**src/hw/rtl/bfil_pkg.sv**
```systemverilog
// Package: types, constants and register indexes of the bloom-filtered lookup.
`timescale 1ns / 1ps

package bfil_pkg;

  localparam int ENTRIES_DEF = 64;
  localparam int HASHES_DEF  = 3;

  localparam int WORD_W  = 64;
  localparam int ID_W    = 256;
  localparam int BYTE_W  = 8;
  localparam int SLOT_W  = 6;
  localparam int COUNT_W = 7;
  localparam int BLOOM_W = 256;
  localparam int CRC_W   = 32;
  localparam int IDX_W   = 6;

  localparam logic [CRC_W-1:0]  CRC_POLY  = 32'hEDB8_8320;
  localparam logic [CRC_W-1:0]  CRC_INIT  = 32'hFFFF_FFFF;
  localparam logic [BYTE_W-1:0] BYTE_MASK = 8'hFF;

  // Depth of the queue between the front and the back.
  localparam int QDEPTH = 2;

  localparam int REG_IDX_W = 3;
  localparam logic [REG_IDX_W-1:0] REG_BLOOM0 = 3'd0;
  localparam logic [REG_IDX_W-1:0] REG_BLOOM1 = 3'd1;
  localparam logic [REG_IDX_W-1:0] REG_BLOOM2 = 3'd2;
  localparam logic [REG_IDX_W-1:0] REG_BLOOM3 = 3'd3;
  localparam logic [REG_IDX_W-1:0] REG_COUNT  = 3'd4;

  localparam logic REQ_LOAD   = 1'b0;
  localparam logic REQ_LOOKUP = 1'b1;

  typedef struct packed {
    logic              req_type;
    logic [SLOT_W-1:0] slot;
    logic [WORD_W-1:0] id_word0;
    logic [WORD_W-1:0] id_word1;
    logic [WORD_W-1:0] id_word2;
    logic [WORD_W-1:0] id_word3;
  } in_item_t;

  typedef struct packed {
    logic             found;
    logic [IDX_W-1:0] found_index;
    logic             bloom_pass;
  } out_item_t;

  // Classified operation handed from the front to the back.
  typedef struct packed {
    logic              is_lookup;
    logic [SLOT_W-1:0] slot;
    logic [ID_W-1:0]   id;
    logic              bloom_pass;
  } q_item_t;

endpackage

```
**src/hw/rtl/bfil_fifo.sv**
```systemverilog
// Small queue of classified operations between the front and the back.
`timescale 1ns / 1ps

module bfil_fifo
  import bfil_pkg::*;
(
  input  logic    clk,
  input  logic    rst_n,
  input  logic    push,
  input  q_item_t push_item,
  output logic    full,
  input  logic    pop,
  output q_item_t head_item,
  output logic    empty
);

  localparam int PW = (QDEPTH > 1) ? $clog2(QDEPTH) : 1;
  localparam int CW = $clog2(QDEPTH + 1);

  q_item_t        slots_r [QDEPTH];
  logic [PW-1:0]  wr_ptr_r, wr_ptr_nxt;
  logic [PW-1:0]  rd_ptr_r, rd_ptr_nxt;
  logic [CW-1:0]  cnt_r, cnt_nxt;
  logic           do_push, do_pop;

  assign full      = (cnt_r == CW'(QDEPTH));
  assign empty     = (cnt_r == '0);
  assign head_item = slots_r[rd_ptr_r];
  assign do_push   = push && !full;
  assign do_pop    = pop && !empty;

  always_comb begin
    wr_ptr_nxt = wr_ptr_r;
    rd_ptr_nxt = rd_ptr_r;
    cnt_nxt    = cnt_r;
    if (do_push) begin
      wr_ptr_nxt = (wr_ptr_r == PW'(QDEPTH - 1)) ? '0 : wr_ptr_r + 1'b1;
    end
    if (do_pop) begin
      rd_ptr_nxt = (rd_ptr_r == PW'(QDEPTH - 1)) ? '0 : rd_ptr_r + 1'b1;
    end
    if (do_push && !do_pop) begin
      cnt_nxt = cnt_r + 1'b1;
    end else if (do_pop && !do_push) begin
      cnt_nxt = cnt_r - 1'b1;
    end
  end

  always_ff @(posedge clk) begin
    if (!rst_n) begin
      wr_ptr_r <= '0;
      rd_ptr_r <= '0;
      cnt_r    <= '0;
    end else begin
      wr_ptr_r <= wr_ptr_nxt;
      rd_ptr_r <= rd_ptr_nxt;
      cnt_r    <= cnt_nxt;
    end
  end

  always_ff @(posedge clk) begin
    if (do_push) begin
      slots_r[wr_ptr_r] <= push_item;
    end
  end

endmodule

```
**config.mk**
```make
export PLATFORM = sky130hd
export DESIGN_NAME = bfil_fifo
export DESIGN_NICKNAME = d
export VERILOG_FILES = /design/src/hw/rtl/bfil_pkg.sv /design/src/hw/rtl/bfil_fifo.sv
export SDC_FILE = /design/constraint.sdc
export NUM_CORES = 1
export LEC_CHECK = 0
export BUFFER_PORTS_ARGS = -buffer_cell sky130_fd_sc_hd__buf_2
export CAP_MARGIN = 20
export CORE_MARGIN = 3
export CORE_UTILIZATION = 40
export DETAILED_ROUTE_END_ITERATION = 8
export HOLD_SLACK_MARGIN = 0.06
export PLACE_DENSITY = 0.65
export SKIP_CTS_REPAIR_TIMING = 1
export SLEW_MARGIN = 20
export SYNTH_ARGS = -nofsm -noshare
export SYNTH_HDL_FRONTEND = slang
export SYNTH_SLANG_ARGS = --single-unit
```
**constraint.sdc**
```tcl
create_clock -name clk -period 40.5 [get_ports clk]
set_input_delay 8.1 -clock clk [delete_from_list [all_inputs] [get_ports clk]]
set_output_delay 8.1 -clock clk [all_outputs]
set_load 0.01 [all_outputs]
```
==> results.toml <==
[route]
via_count = 9928
routedWlPerCell_um = 20.62
first_pass_iters = 4
drtAntennaViolNets = 0
viasPerCell = 4.778
drc = 0
wl_um = 42840
drtIter0Drc = 498

[outcome]
outcome = "finished clean"

[grt]
first_global_vias = 10460
overflow = 0
antenna_found_initial = 11
grt_max_degree = 83
grt.total_usage = 0.1590
grt_first_pass_wirelength_um = 61910

[timing]
fin_crit_sh = 0.2911
setup_viol = 0
max_freq_mhz = 84.82
slew_headroom = 0.3259
worst_pin_slew_ns = 1.011
period_needed_ns = 11.79
tns_ns = 0
rsz0062_at_grt = "false"
fin_skew_ns = 0.01499
drv_slew = 0
hold_viol = 0
fin_hold_ws_ns = 0.5397

[setup_path]
end_kind = "primary output"
cp-start-kind = "flop"
worstSetupPathType = "reg -> out"
worstPathRequired_ns = 32.40
arrival_ns = 3.69
critPathMaxFanout = 70

[floorplanning]
start_util = 0.4052
core_um2 = 47850
ios = 534
die_y_um = 226.2
die-area_um2 = 51150
dieWidth_um = 226.2
row_count = 80

[final_layout]
fill_cells = 4015
fin_cells = 2078
final_area_um2 = 24230
mostFrequentLayoutCell = "buf_2"
fin_nets = 1686
seq_area_um2 = 15960
mostFrequentLayoutCells = "533 x buf_2, 528 x edfxtp_1, 264 x mux2_2"
drive_above_1_share = 0.6039
multiInputGateArea_um2 = 3110
postLayoutCoreUtil = 0.5065
syn2layout_area_growth_pct = 24.99

[clock_tree]
clock_sink_count = 533
cts_tree = "yes"
cts_buffers = 54
root_buffer = "clkbuf_16"
clk_pin_slew_ns = 0.06
htreeDepth = 2
clock_path_buffers = 3
clock_latency_ns = 0.57

[place]
dp_hpwl_um = 29160
routabilityCongestion = 0.7827
dp_cells = 1975
placed_area_um2 = 22590
io_buffer_count = 533

[synthesis]
ys_warn_count = 0
synth-seq-cells = 533
syn_area_per_cell_um2 = 22.92
ys_seq_area_frac = 0.8229
postSynthCellCount = 846
syn-num-nets = 1115
yosysUniqueCellTypes = 19
syn_area_um2 = 19390

[flow_run]
drv_cap = 0

[min_path]
hp-class = "reg -> reg"

[pwr]
peakVddDrop_mv = 0.03700
p_leak_nw = 8.937
powerDensity_nw_per_um2 = 62.99
==> critical path, stage by stage (launching register included) <==
cell and delay [ns]:
dfxtp_4 0.90, buf_4 0.73, buf_4 0.80, mux2_2 0.42, buf_2 0.14
==> metrics by stage <==
stage | worst slack [ns] | total power (W)
after floorplan | 21.36 | 0.0009823
after global placement | 29.29 | 0.001088
after detailed placement | 29.27 | 0.001093
after CTS | 28.64 | 0.001548
after global routing | 28.50 | 0.001597
final | 28.71 | 0.001526
==> where the power goes <==
part	switching, W	internal (W)	total (W)
clock network	0.000191	0.000258	0.000449
registers	0.0000257	0.000694	0.000720
logic	0.000195	0.000162	0.000357
==> routing by layer <==
metal | track usage | wire length, um | part of all wire
met1 | 0.1896 | 16520 | 0.39
met2 | 0.2669 | 21350 | 0.50
met3 | 0.06044 | 3825 | 0.089
met4 | 0.05215 | 1110 | 0.026
met5 | 0 | 36 | 0.00084
==> cell type report <==
type,instances,area share
antenna,9,0.0009294
clock buffer,65,0.05834
tap,615,0.03175
inverter,2,0.0003098
timing repair buffer,544,0.1145
multi-input combinational,282,0.1284
sequential,533,0.6586
clock inverter,28,0.007280
==> worst paths after layout <==
kind,start,end,depth (start not counted),slack (ns)
max,flop,head_item[155],4,28.71
min,cnt_r[1],cnt_r[1],2,0.54
max reg2reg,cnt_r[0],slots_r[1][155],4,37.43
min reg2reg,cnt_r[1],cnt_r[1],2,0.54
==> state kept, by name, summed over array words and instances (netlist names), named ones only <==
register	count
rd_ptr_r	1
wr_ptr_r	1
cnt_r	2
slots_r	528
==> cell usage after synthesis, drive strengths merged <==
library cell,instances,share of area
nor3,1,0.00052
or3,1,0.00032
xor2,1,0.00045
nand2b,1,0.00032
mux2,264,0.15
o21ai,2,0.00052
edfxtp,528,0.82
dfxtp,5,0.0052
ha,1,0.00065
and3,1,0.00032
and2,3,0.00097
inv,2,0.00039
a21boi,2,0.00077
buf,29,0.017
nor2,2,0.00039
xnor2,2,0.00090
o21a,1,0.00039
==> cell families (layout without fill, tap and decap cells) <==
family | Yosys count | after routing | synth area share
multiplexers | 264 | 264 | 0.1533
other | 0 | 9 | 0
AND/OR/NAND/NOR | 9 | 9 | 0.002840
XOR/XNOR | 3 | 3 | 0.001355
adder cells (fa/ha/maj) | 1 | 1 | 0.0006452
buffers and inverters | 31 | 639 | 0.01723
AO/OA/AOI/OAI | 5 | 5 | 0.001678
flip-flops | 533 | 533 | 0.8229
No activity file was read; power rests on OpenSTA's default activity.
