===== config.mk =====
export PLATFORM = sky130hd
export DESIGN_NAME = bfil_front
export DESIGN_NICKNAME = d
export VERILOG_FILES = /design/src/hw/rtl/bfil_pkg.sv /design/src/hw/rtl/bfil_front.sv
export SDC_FILE = /design/constraint.sdc
export NUM_CORES = 1
export LEC_CHECK = 0
export ABC_CLOCK_PERIOD_IN_PS = 8300
export BUFFER_PORTS_ARGS = -buffer_cell sky130_fd_sc_hd__buf_2
export CAP_MARGIN = 20
export CORE_AREA = 4 4 302 304
export DETAILED_ROUTE_END_ITERATION = 6
export DIE_AREA = 0 0 306 308
export GPL_ROUTABILITY_DRIVEN = 0
export SLEW_MARGIN = 20
export SYNTH_ARGS = -nofsm -noshare
export SYNTH_HDL_FRONTEND = slang
export SYNTH_SLANG_ARGS = --single-unit

===== constraint.sdc =====
create_clock -name clk -period 8.3 [get_ports clk]
set_clock_uncertainty 0.2 [all_clocks]
set_input_delay 1.66 -clock clk [delete_from_list [all_inputs] [get_ports clk]]
set_output_delay 1.66 -clock clk [all_outputs]
set_load 0.01 [all_outputs]

===== src/hw/rtl/bfil_pkg.sv =====
// Package: types, constants and register indexes of the bloom-filtered lookup.
`timescale 1ns / 1ps

package bfil_pkg;

  localparam int ENTRIES_DEF = 64;
  localparam int HASHES_DEF  = 3;

  localparam int WORD_W  = 64;
  localparam int ID_W    = 256;
  localparam int BYTE_W  = 8;
  localparam int SLOT_W  = 6;
  localparam int COUNT_W = 7;
  localparam int BLOOM_W = 256;
  localparam int CRC_W   = 32;
  localparam int IDX_W   = 6;

  localparam logic [CRC_W-1:0]  CRC_POLY  = 32'hEDB8_8320;
  localparam logic [CRC_W-1:0]  CRC_INIT  = 32'hFFFF_FFFF;
  localparam logic [BYTE_W-1:0] BYTE_MASK = 8'hFF;

  // Depth of the queue between the front and the back.
  localparam int QDEPTH = 2;

  localparam int REG_IDX_W = 3;
  localparam logic [REG_IDX_W-1:0] REG_BLOOM0 = 3'd0;
  localparam logic [REG_IDX_W-1:0] REG_BLOOM1 = 3'd1;
  localparam logic [REG_IDX_W-1:0] REG_BLOOM2 = 3'd2;
  localparam logic [REG_IDX_W-1:0] REG_BLOOM3 = 3'd3;
  localparam logic [REG_IDX_W-1:0] REG_COUNT  = 3'd4;

  localparam logic REQ_LOAD   = 1'b0;
  localparam logic REQ_LOOKUP = 1'b1;

  typedef struct packed {
    logic              req_type;
    logic [SLOT_W-1:0] slot;
    logic [WORD_W-1:0] id_word0;
    logic [WORD_W-1:0] id_word1;
    logic [WORD_W-1:0] id_word2;
    logic [WORD_W-1:0] id_word3;
  } in_item_t;

  typedef struct packed {
    logic             found;
    logic [IDX_W-1:0] found_index;
    logic             bloom_pass;
  } out_item_t;

  // Classified operation handed from the front to the back.
  typedef struct packed {
    logic              is_lookup;
    logic [SLOT_W-1:0] slot;
    logic [ID_W-1:0]   id;
    logic              bloom_pass;
  } q_item_t;

endpackage


===== src/hw/rtl/bfil_front.sv =====
// Front part: accepts requests, runs the CRC one byte per cycle and checks the bloom filter.
`timescale 1ns / 1ps

module bfil_front
  import bfil_pkg::*;
#(
  parameter int HASHES = HASHES_DEF
) (
  input  logic               clk,
  input  logic               rst_n,
  input  logic               in_push,
  input  in_item_t           in_item,
  output logic               in_full,
  input  logic [BLOOM_W-1:0] bloom_vec,
  output logic               q_push,
  output q_item_t            q_item,
  input  logic               q_full
);

  localparam logic [1:0] ST_IDLE = 2'd0;
  localparam logic [1:0] ST_CRC  = 2'd1;
  localparam logic [1:0] ST_PUSH = 2'd2;

  localparam int BCNT_W = $clog2(ID_W / BYTE_W);

  function automatic logic [CRC_W-1:0] crc_byte(input logic [CRC_W-1:0] crc_in,
                                                 input logic [BYTE_W-1:0] data);
    logic [CRC_W-1:0] c;
    c = crc_in ^ CRC_W'(data);
    for (int k = 0; k < BYTE_W; k++) begin
      c = c[0] ? ((c >> 1) ^ CRC_POLY) : (c >> 1);
    end
    return c;
  endfunction

  logic [1:0]        state_r, state_nxt;
  logic [BCNT_W-1:0] byte_cnt_r, byte_cnt_nxt;
  logic [CRC_W-1:0]  crc_r, crc_nxt;
  in_item_t          item_r;
  logic [ID_W-1:0]   id_flat;
  logic [BYTE_W-1:0] cur_byte;
  logic [CRC_W-1:0]  crc_fin;
  logic              pass;
  logic              accept;

  assign in_full  = (state_r != ST_IDLE);
  assign accept   = in_push && !in_full;
  assign id_flat  = {item_r.id_word3, item_r.id_word2, item_r.id_word1, item_r.id_word0};
  assign cur_byte = id_flat[{byte_cnt_r, 3'b000} +: BYTE_W] & BYTE_MASK;
  assign crc_fin  = ~crc_r;

  // Each hash takes one byte of the final CRC as a bit index into the filter.
  always_comb begin
    pass = 1'b1;
    for (int h = 0; h < HASHES; h++) begin
      pass = pass & bloom_vec[crc_fin[h*BYTE_W +: BYTE_W]];
    end
  end

  always_comb begin
    state_nxt    = state_r;
    byte_cnt_nxt = byte_cnt_r;
    crc_nxt      = crc_r;
    unique case (state_r)
      ST_IDLE: begin
        if (accept) begin
          byte_cnt_nxt = '0;
          crc_nxt      = CRC_INIT;
          state_nxt    = (in_item.req_type == REQ_LOOKUP) ? ST_CRC : ST_PUSH;
        end
      end
      ST_CRC: begin
        crc_nxt      = crc_byte(crc_r, cur_byte);
        byte_cnt_nxt = byte_cnt_r + 1'b1;
        if (byte_cnt_r == '1) begin
          state_nxt = ST_PUSH;
        end
      end
      ST_PUSH: begin
        if (!q_full) begin
          state_nxt = ST_IDLE;
        end
      end
      default: begin
        state_nxt = ST_IDLE;
      end
    endcase
  end

  always_ff @(posedge clk) begin
    if (!rst_n) begin
      state_r    <= ST_IDLE;
      byte_cnt_r <= '0;
      crc_r      <= CRC_INIT;
    end else begin
      state_r    <= state_nxt;
      byte_cnt_r <= byte_cnt_nxt;
      crc_r      <= crc_nxt;
    end
  end

  always_ff @(posedge clk) begin
    if (accept) begin
      item_r <= in_item;
    end
  end

  assign q_push            = (state_r == ST_PUSH);
  assign q_item.is_lookup  = (item_r.req_type == REQ_LOOKUP);
  assign q_item.slot       = item_r.slot;
  assign q_item.id         = id_flat;
  assign q_item.bloom_pass = (item_r.req_type == REQ_LOOKUP) && pass;

endmodule


==> results of run 1 <==
## final cells by class
type / count / area share, %
Sequential cell: 302 / 35.2
Clock buffer: 45 / 3.87
Multi-Input combinational cell: 648 / 36.9
Tap cell: 1165 / 5.89
Clock inverter: 22 / 1.11
Inverter: 5 / 0.106
Timing Repair Buffer: 813 / 16.8
Antenna cell: 11 / 0.111
## cells in the mapped netlist (2+ instances only)
cell type    n  area (µm²)
edfxtp_1   263        7900
nand2_1     39         146
mux4_1       4         105
xnor2_1     42         368
o211ai_1     5        37.5
a21oi_1     20         100
nand3_1     11        55.1
nor2b_1     16         100
o221ai_1     4        35.0
and3_1       2        12.5
mux2i_1     26         260
dfxtp_1     39         781
buf_1       24        90.1
xor2_1      20         175
buf_2       15        75.1
ha_1         2        25.0
o22ai_1     23         144
buf_4        6        45.0
clkbuf_1    50         188
mux4_2     283        6370
o32ai_1      2        17.5
a22oi_1     23         173
buf_6        4        45.0
nand4_1      3        18.8
o21ai_0     16        80.1
a2111oi_0    3        26.3
and2_1       3        18.8
o22a_1      12         105
a31oi_1      5        31.3
mux2_2      20         225
xor2_2       4        65.1
nor2_1      24        90.1
nor4_1       2        12.5
inv_1        4        15.0
a211oi_1     9        67.6
nand2b_1     3        18.8
nor3_1       3        15.0
## worst min path at each step
stage	startpoint	end	slack [ps]	cells after the start
floorplan	crc_r[31]	crc_r[31]	260	2
global placement	crc_r[27]	crc_r[27]	270	1
detailed placement	crc_r[27]	crc_r[27]	280	1
CTS	crc_r[27]	crc_r[27]	290	1
global route	crc_r[27]	crc_r[27]	320	1
finish	crc_r[27]	crc_r[27]	290	1
## routing by layer
metal  GRT usage [%]  wire length, µm  vias to the layer above
met3            5.25             8040                      189
met1            20.0            31000                     7427
met5               0              166                        -
li1                -                -                     6082
met4            6.46             3740                       26
met2            32.5            45800                      975
## flip-flops by register name, summed over array words and instances, names as in the netlist
signal	flops
q_item	263
crc_r	32
byte_cnt_r	5
state_r	2
## power by group
group          switching [mW]  internal [mW]
Sequential              0.170           1.79
Combinational           0.680          0.721
Clock                   0.693          0.961
## cell families after synthesis
kind of cell / Yosys count
buffers and inverters: 105
adders and majority gates: 2
muxes: 334
xor gates and xnor gates: 70
AOI/OAI and AO/OA: 133
and+or+nand+nor: 109
DFF: 302
==> flow_summary.toml, run 1 <==
[setup_path]
crit_top_cell = "mux4_2"
cp_slowest_cell = "dfxtp_2"
crit_required_ps = 6440
critPathLaunchType = "flip-flop"
rr_worst_depth = 10
critPathLaunch = "crc_r[10]"
reg2reg_slack_ps = 3310
cp_top_family = "multiplexers"
crit_type = "reg2out"
r2r_end = "crc_r[19]"
critPathCapture = "q_item[0]"
endpoint_kind = "output pin"
crit_cells = 8
crit_arrival_ps = 4420
path_max_fanout = 37
r2r_start = "byte_cnt_r[0]"
cp_slowest_stage_delay_ps = 1030
cp.buffers_inverters = 2
cp_cell_sequence = "buf_4 > mux4_2 > mux4_2 > mux2_2 > mux4_2 > o21ai_0 > nor4_1 > buf_2"

[sta]
fmax_mhz = 159
period_share_pct = 75.6
rsz0062_at_grt = "false"
setup_tns_ps = 0
tightest_slew_ps = 1110
timing.final.ws_setup_ps = 2020
finalHoldViolCount = 0
drv_slew = 0
final-setup-viol-count = 0
fin_crit_ps = 6280
relSlewSlack_pct = 26.1
hold_slack_ps = 291

[cts]
clk_path_buf_depth = 3
cts_buffers = 37
tritoncts = "built"
cts_num_sinks = 302
clk_latency_ps = 570
cts_resized = 0
cts_hold_buf = 0
cts-root-buf = "clkbuf_16"
clk_pin_slew_ps = 50
htreeDepth = 2
cts_setup_buffers = 0

[routing]
wl_per_cell_um = 29.5
vias_per_cell = 4.88
drt_pre_antenna_iters = 5
drc = 0
final_antenna_net_count = 0
totalWireLength_um = 88700
drt_iter0_drc = 1364
vias = 14699

[power]
cellLeakagePower_nw = 9.58
power.total_mw = 5.02
p_per_area_mw_per_mm2 = 203
vdd_ir_drop_max_mv = 0.163

[placement]
place.detailed.hpwl_um = 71800
portBuffers = 788
dp_worst_setup_slack_ps = 2330
dp.cells = 2933
postPlaceCellArea_mm2 = 0.0235

[logic_synthesis]
ys_seq_area_share_pct = 47.5
synth-xor-area-share_pct = 3.82
synth-simple-area-share_pct = 2.78
synth_compound_area_share_pct = 5.03
synth_seq_cells = 302
synth_ff_type = "edfxtp_1"
syn_nets = 1580
synth_edf_count = 263
syn_area_mm2 = 0.0183
synth_top_family_by_area = "multiplexers"
synth-async-reset-ratio_pct = 0
yosys.area_share.adder_pct = 0.137
synth.area.mux_share_pct = 38.2
postSynthCellCount = 1055
ys_types = 58
ys.warnings.count = 0
syn_area_per_cell_um2 = 17.3

[die]
dieArea_mm2 = 0.0942
io_pins = 789
core_area_mm2 = 0.0882
placementRows = 109
die_w_um = 306
initial_utilization_pct = 20.7
dieHeight_um = 308

[final_layout]
seqCellArea_mm2 = 0.00871
post-route-util_pct = 28.0
final_area_mm2 = 0.0247
final_cell_mix = "buf_2, mux4_2, edfxtp_1"
fill_cells = 9079
layout-drive-gt1-share_pct = 65.2
syn2layout_area_growth_pct = 35.2
final_cells = 3011
nets = 2332
final_common_cell = "buf_2"
multi_input_area_mm2 = 0.00913

[global_routing]
grt_pass1_wl_um = 120000
grt_pass1_vias = 15199
antenna_found_initial = 34
grtUsageTotal_pct = 17.9
overflow = 0
grt_max_degree = 179

[run_status]
outcome = "finished, final reports clean"

[min_path]
min_path_type = "reg2reg"

[flow_run]
maxCapViolCount = 0
Power figures use the tool's default switching activity.
==> inputs of run 2 (changes only) <==
ABC_CLOCK_PERIOD_IN_PS = 5350   (was 8300)
CORE_AREA = 4 4 305 307   (was 4 4 302 304)
DIE_AREA = 0 0 309 311   (was 0 0 306 308)
clock period = 5.35 ns   (was 8.3 ns; I/O delays follow)
==> run 2 against run 1 <==
Worst setup slack got worse by 1800 ps. Core utilization is 0.26 points lower. Register-to-register slack lost 2300 ps. Clock power increased by 44%. Non-clock buffer count increased by 33. First-iteration DRC count down 2.8%. Flip-flop and latch count unchanged. Critical endpoint unchanged. Power grew 53%. Count of clock-buffer cells in the layout is 3 lower. Final cell count is 1.5% higher.
==> flow_summary.toml, run 2 (same netlist as run 1, synthesis figures left out) <==
[sta]
drv_slew = 0
fmax_mhz = 196
hold_slack_ps = 288
fin_crit_ps = 5100
tightest_slew_ps = 969
rsz0062_at_grt = "false"
relSlewSlack_pct = 35.3
timing.final.ws_setup_ps = 247
finalHoldViolCount = 0
period_share_pct = 95.4
final-setup-viol-count = 0

[setup_path]
critPathLaunchType = "flip-flop"
endpoint_kind = "output pin"
crit_arrival_ps = 3830
cp_slowest_stage_delay_ps = 630
reg2reg_slack_ps = 990
path_max_fanout = 18
cp_cell_sequence = "buf_12 > mux4_2 > mux4_2 > mux2_2 > mux4_2 > o21ai_0 > nor4_1 > buf_2"
crit_top_cell = "mux4_2"
cp_slowest_cell = "mux4_2"
r2r_end = "crc_r[18]"
rr_worst_depth = 10
r2r_start = "byte_cnt_r[1]"
crit_required_ps = 4080
crit_type = "reg2out"

[die]
die_w_um = 309
initial_utilization_pct = 20.3
core_area_mm2 = 0.0900
dieArea_mm2 = 0.0961
dieHeight_um = 311
io_pins = 789
placementRows = 110

[placement]
place.detailed.hpwl_um = 74400
portBuffers = 788
dp.cells = 2977
dp_worst_setup_slack_ps = 626
postPlaceCellArea_mm2 = 0.0238

[routing]
vias_per_cell = 4.87
drc = 0
wl_per_cell_um = 29.5
final_antenna_net_count = 0
vias = 14879
drt_iter0_drc = 1326
drt_pre_antenna_iters = 5
totalWireLength_um = 90300

[final_layout]
largest_register_ffs = 263
final_area_mm2 = 0.0250
fill_cells = 9336
seqCellArea_mm2 = 0.00871
nets = 2363
post-route-util_pct = 27.8
multi_input_area_mm2 = 0.00915
final_cell_mix = "buf_2, mux4_2, edfxtp_1"
syn2layout_area_growth_pct = 36.7
final_cells = 3057
layout-drive-gt1-share_pct = 65.7
final_common_cell = "buf_2"

[global_routing]
grtUsageMet1_pct = 20.1
overflow = 0
antenna_found_initial = 25
grt_max_degree = 80
grt_use_met3_pct = 4.59
top_usage_layer = "met2"
grtUsageTotal_pct = 18.0
grt_pass1_wl_um = 123000
grt_use_met2_pct = 32.2
grt_pass1_vias = 15677

[cts]
htreeDepth = 2
clk_latency_ps = 560
cts_buffers = 35
clk_path_buf_depth = 3
tritoncts = "built"
clk_pin_slew_ps = 60
cts_setup_buffers = 0
cts_num_sinks = 302
cts_resized = 0
cts_hold_buf = 0
cts-root-buf = "clkbuf_16"

[min_path]
min_path_type = "reg2reg"
whs_endpoint = "crc_r[27]"
whs_path_depth = 1
hold_start = "crc_r[27]"

[power]
vdd_ir_drop_max_mv = 0.281
p_per_area_mw_per_mm2 = 307
cellLeakagePower_nw = 9.73

[flow_run]
maxCapViolCount = 0

[run_status]
outcome = "finished, final reports clean"
## run 2: cell type report
type | instances | area share, %
multi-input cells | 648 | 36.6
flip-flops and latches | 302 | 34.8
repair buffers | 846 | 18.0
well taps | 1176 | 5.89
clock buffers | 42 | 3.68
clock inverters | 20 | 0.766
diodes | 18 | 0.180
inverters | 5 | 0.0901
## run 2: stage by stage
stage,total power [mW],setup TNS (ps)
floorplan,4.39,-75290
global placement,5.36,0
detailed placement,5.37,0
CTS,7.79,0
global route,8.02,0
finish,7.68,0
## run 2: how the worst max path moves through the flow
| stage | startpoint | endpoint | slack (ps) | cells after the start |
|---|---|---|---|---|
| 2_1_floorplan | in_push | q_item[100] | -290 | 2 |
| 3_3_place_gp | bloom_vec[146] | q_item[0] | 600 | 8 |
| 3_5_place_dp | bloom_vec[146] | q_item[0] | 630 | 8 |
| 4_1_cts | crc_r[8] | q_item[0] | 200 | 10 |
| 5_1_grt | crc_r[8] | q_item[0] | 10 | 8 |
| 6_report | crc_r[8] | q_item[0] | 250 | 8 |
## run 2: worst max-delay path, delay by kind of cell, from the launching register on
family / cells / cell delay (ps)
AO/OA/AOI/OAI: 1 / 220
flip-flops: 1 / 620
AND/OR/NAND/NOR: 1 / 100
buffers and inverters: 2 / 400
multiplexers: 4 / 1890
## run 2: layer usage
metal	vias up	wire length [µm]	part of all wire, %
met1	7575	31800	35
met2	960	46500	51
met4	18	4200	4.6
met5	-	123	0.14
li1	6161	-	-
met3	165	7750	8.6
## run 2: where the power goes
part,switching [mW],internal [mW],total (mW)
registers,0.227,2.78,3.00
clock network,1.04,1.34,2.37
logic,1.13,1.17,2.30
==> inputs of run 3 (changes only) <==
BUFFER_PORTS_ARGS = default   (was -buffer_cell sky130_fd_sc_hd__buf_2)
CORE_AREA = 4 4 302 304   (was 4 4 305 307)
DIE_AREA = 0 0 306 308   (was 0 0 309 311)
DONT_BUFFER_PORTS = 1   (was default)
==> run 3 against run 2 <==
Final area fell by 16%. Count of clock-buffer cells in the layout fell by 1. First-iteration DRC count rose by 16%. Via count fell by 18%. Hold slack improved by 6.4 ps. Largest cell class unchanged. Largest power group unchanged.
==> flow_summary.toml, run 3 (same netlist as run 1, synthesis figures left out) <==
[run_status]
outcome = "finished, final reports clean"

[cts]
htreeDepth = 2
cts_num_sinks = 302
cts-root-buf = "clkbuf_16"
clk_latency_ps = 560
clk_path_buf_depth = 3
cts_setup_buffers = 0
clk_pin_slew_ps = 60
cts_resized = 2
cts_buffers = 35
tritoncts = "built"
cts_hold_buf = 0

[sta]
relSlewSlack_pct = 21.6
drv_slew = 0
finalHoldViolCount = 0
period_share_pct = 95.9
tightest_slew_ps = 1170
fmax_mhz = 195
final-setup-viol-count = 0
rsz0062_at_grt = "false"
fin_crit_ps = 5130
setup_tns_ps = 0
hold_slack_ps = 295

[final_layout]
nets = 1565
syn2layout_area_growth_pct = 14.4
largest_register_ffs = 263
final_area_mm2 = 0.0209
final_cell_mix = "mux4_2, edfxtp_1, xnor2_1"
final_common_cell = "mux4_2"
fill_cells = 9066
layout-drive-gt1-share_pct = 40.4

[setup_path]
rr_worst_depth = 9
endpoint_kind = "output pin"
cp_cell_sequence = "buf_4 > mux4_2 > mux4_2 > mux2_2 > a21oi_1 > o21ai_0 > a31oi_1 > nor4_1 > buf_4"
cp.buffers_inverters = 2
path_max_fanout = 17
critPathLaunchType = "flip-flop"
cp_slowest_stage_delay_ps = 710
crit_cells = 9
cp_slowest_cell = "dfxtp_2"
crit_required_ps = 4080
cp_top_family = "multiplexers"
crit_arrival_ps = 3860
crit_type = "reg2out"

[global_routing]
grt_pass1_vias = 12678
grt_pass1_wl_um = 116000
grtUsageTotal_pct = 17.7
antenna_found_initial = 20
overflow = 0
grt_max_degree = 165

[die]
dieHeight_um = 308
core_area_mm2 = 0.0882
placementRows = 109
initial_utilization_pct = 20.7
dieArea_mm2 = 0.0942
die_w_um = 306
io_pins = 789

[routing]
wl_per_cell_um = 39.0
vias_per_cell = 5.44
totalWireLength_um = 87100
drc = 0
vias = 12158
drt_pre_antenna_iters = 5
final_antenna_net_count = 0
drt_iter0_drc = 1540

[power]
power.total_mw = 7.27
vdd_ir_drop_max_mv = 0.305
p_per_area_mw_per_mm2 = 348
cellLeakagePower_nw = 6.56

[min_path]
min_path_type = "reg2reg"
whs_path_depth = 1

[placement]
place.detailed.hpwl_um = 72300
postPlaceCellArea_mm2 = 0.0198
portBuffers = 0

[flow_run]
maxCapViolCount = 0
run 3: cell types whose count changed in the layout (fill, tap and decap cells not counted), moves of 2 or more:
| cell | previous run | this run |
|---|---|---|
| inv_8 | 0 | 2 |
| clkbuf_1 | 4 | 6 |
| clkbuf_4 | 2 | 0 |
| clkinv_1 | 8 | 5 |
| dfxtp_4 | 6 | 8 |
| buf_2 | 788 | 0 |
| buf_12 | 9 | 7 |
| clkinvlp_4 | 3 | 5 |
| buf_4 | 49 | 41 |
| diode_2 | 18 | 4 |
| inv_6 | 2 | 4 |
run 3: metal layers:
metal | vias to the layer above | track usage, % | wire, µm
met2 | 999 | 32.0 | 45200
met5 | - | 0 | 55
met3 | 191 | 6.43 | 9370
met1 | 6422 | 18.7 | 28300
li1 | 4538 | - | -
met4 | 8 | 7.02 | 4200
run 3: worst reg2reg max path, delay by kind of cell (launching register included):
| kind | cells | cell delay [ps] |
|---|---|---|
| XOR/XNOR | 4 | 1410 |
| multiplexers | 2 | 1040 |
| AND/OR/NAND/NOR | 2 | 830 |
| flip-flops | 1 | 650 |
| AO/OA/AOI/OAI | 1 | 160 |
run 3: final timing paths:
check	from	to	slack, ps
hold / removal	crc_r[27]	crc_r[27]	290
hold reg to reg	crc_r[27]	crc_r[27]	290
setup reg to reg	byte_cnt_r[0]	crc_r[24]	930
setup / recovery	crc_r[16]	q_item[0]	220
run 3: report_power, final:
group,switching (mW),internal (mW)
sequential,0.435,2.79
clock,1.05,1.29
combinational,0.786,0.931
total,2.27,5.00
run 3: final cells by class:
cell class	instances	area [µm²]	area share (%)
clock inverter	23	220	1.05
multi-input combinational	648	9150	43.7
antenna	4	10.0	0.0478
tap	1165	1460	6.97
clock buffer	41	898	4.29
timing repair buffer	48	448	2.14
inverter	5	22.5	0.108
sequential	302	8710	41.7
run 3: per-stage QoR:
stage	std cells	util [%]	setup WS, ps
after floorplan	1055	-	-286
after global placement	2168	22.4	218
after detailed placement	2168	22.4	546
after CTS	2232	23.7	96.9
after global routing	2232	23.7	11.6
final	2236	23.7	219
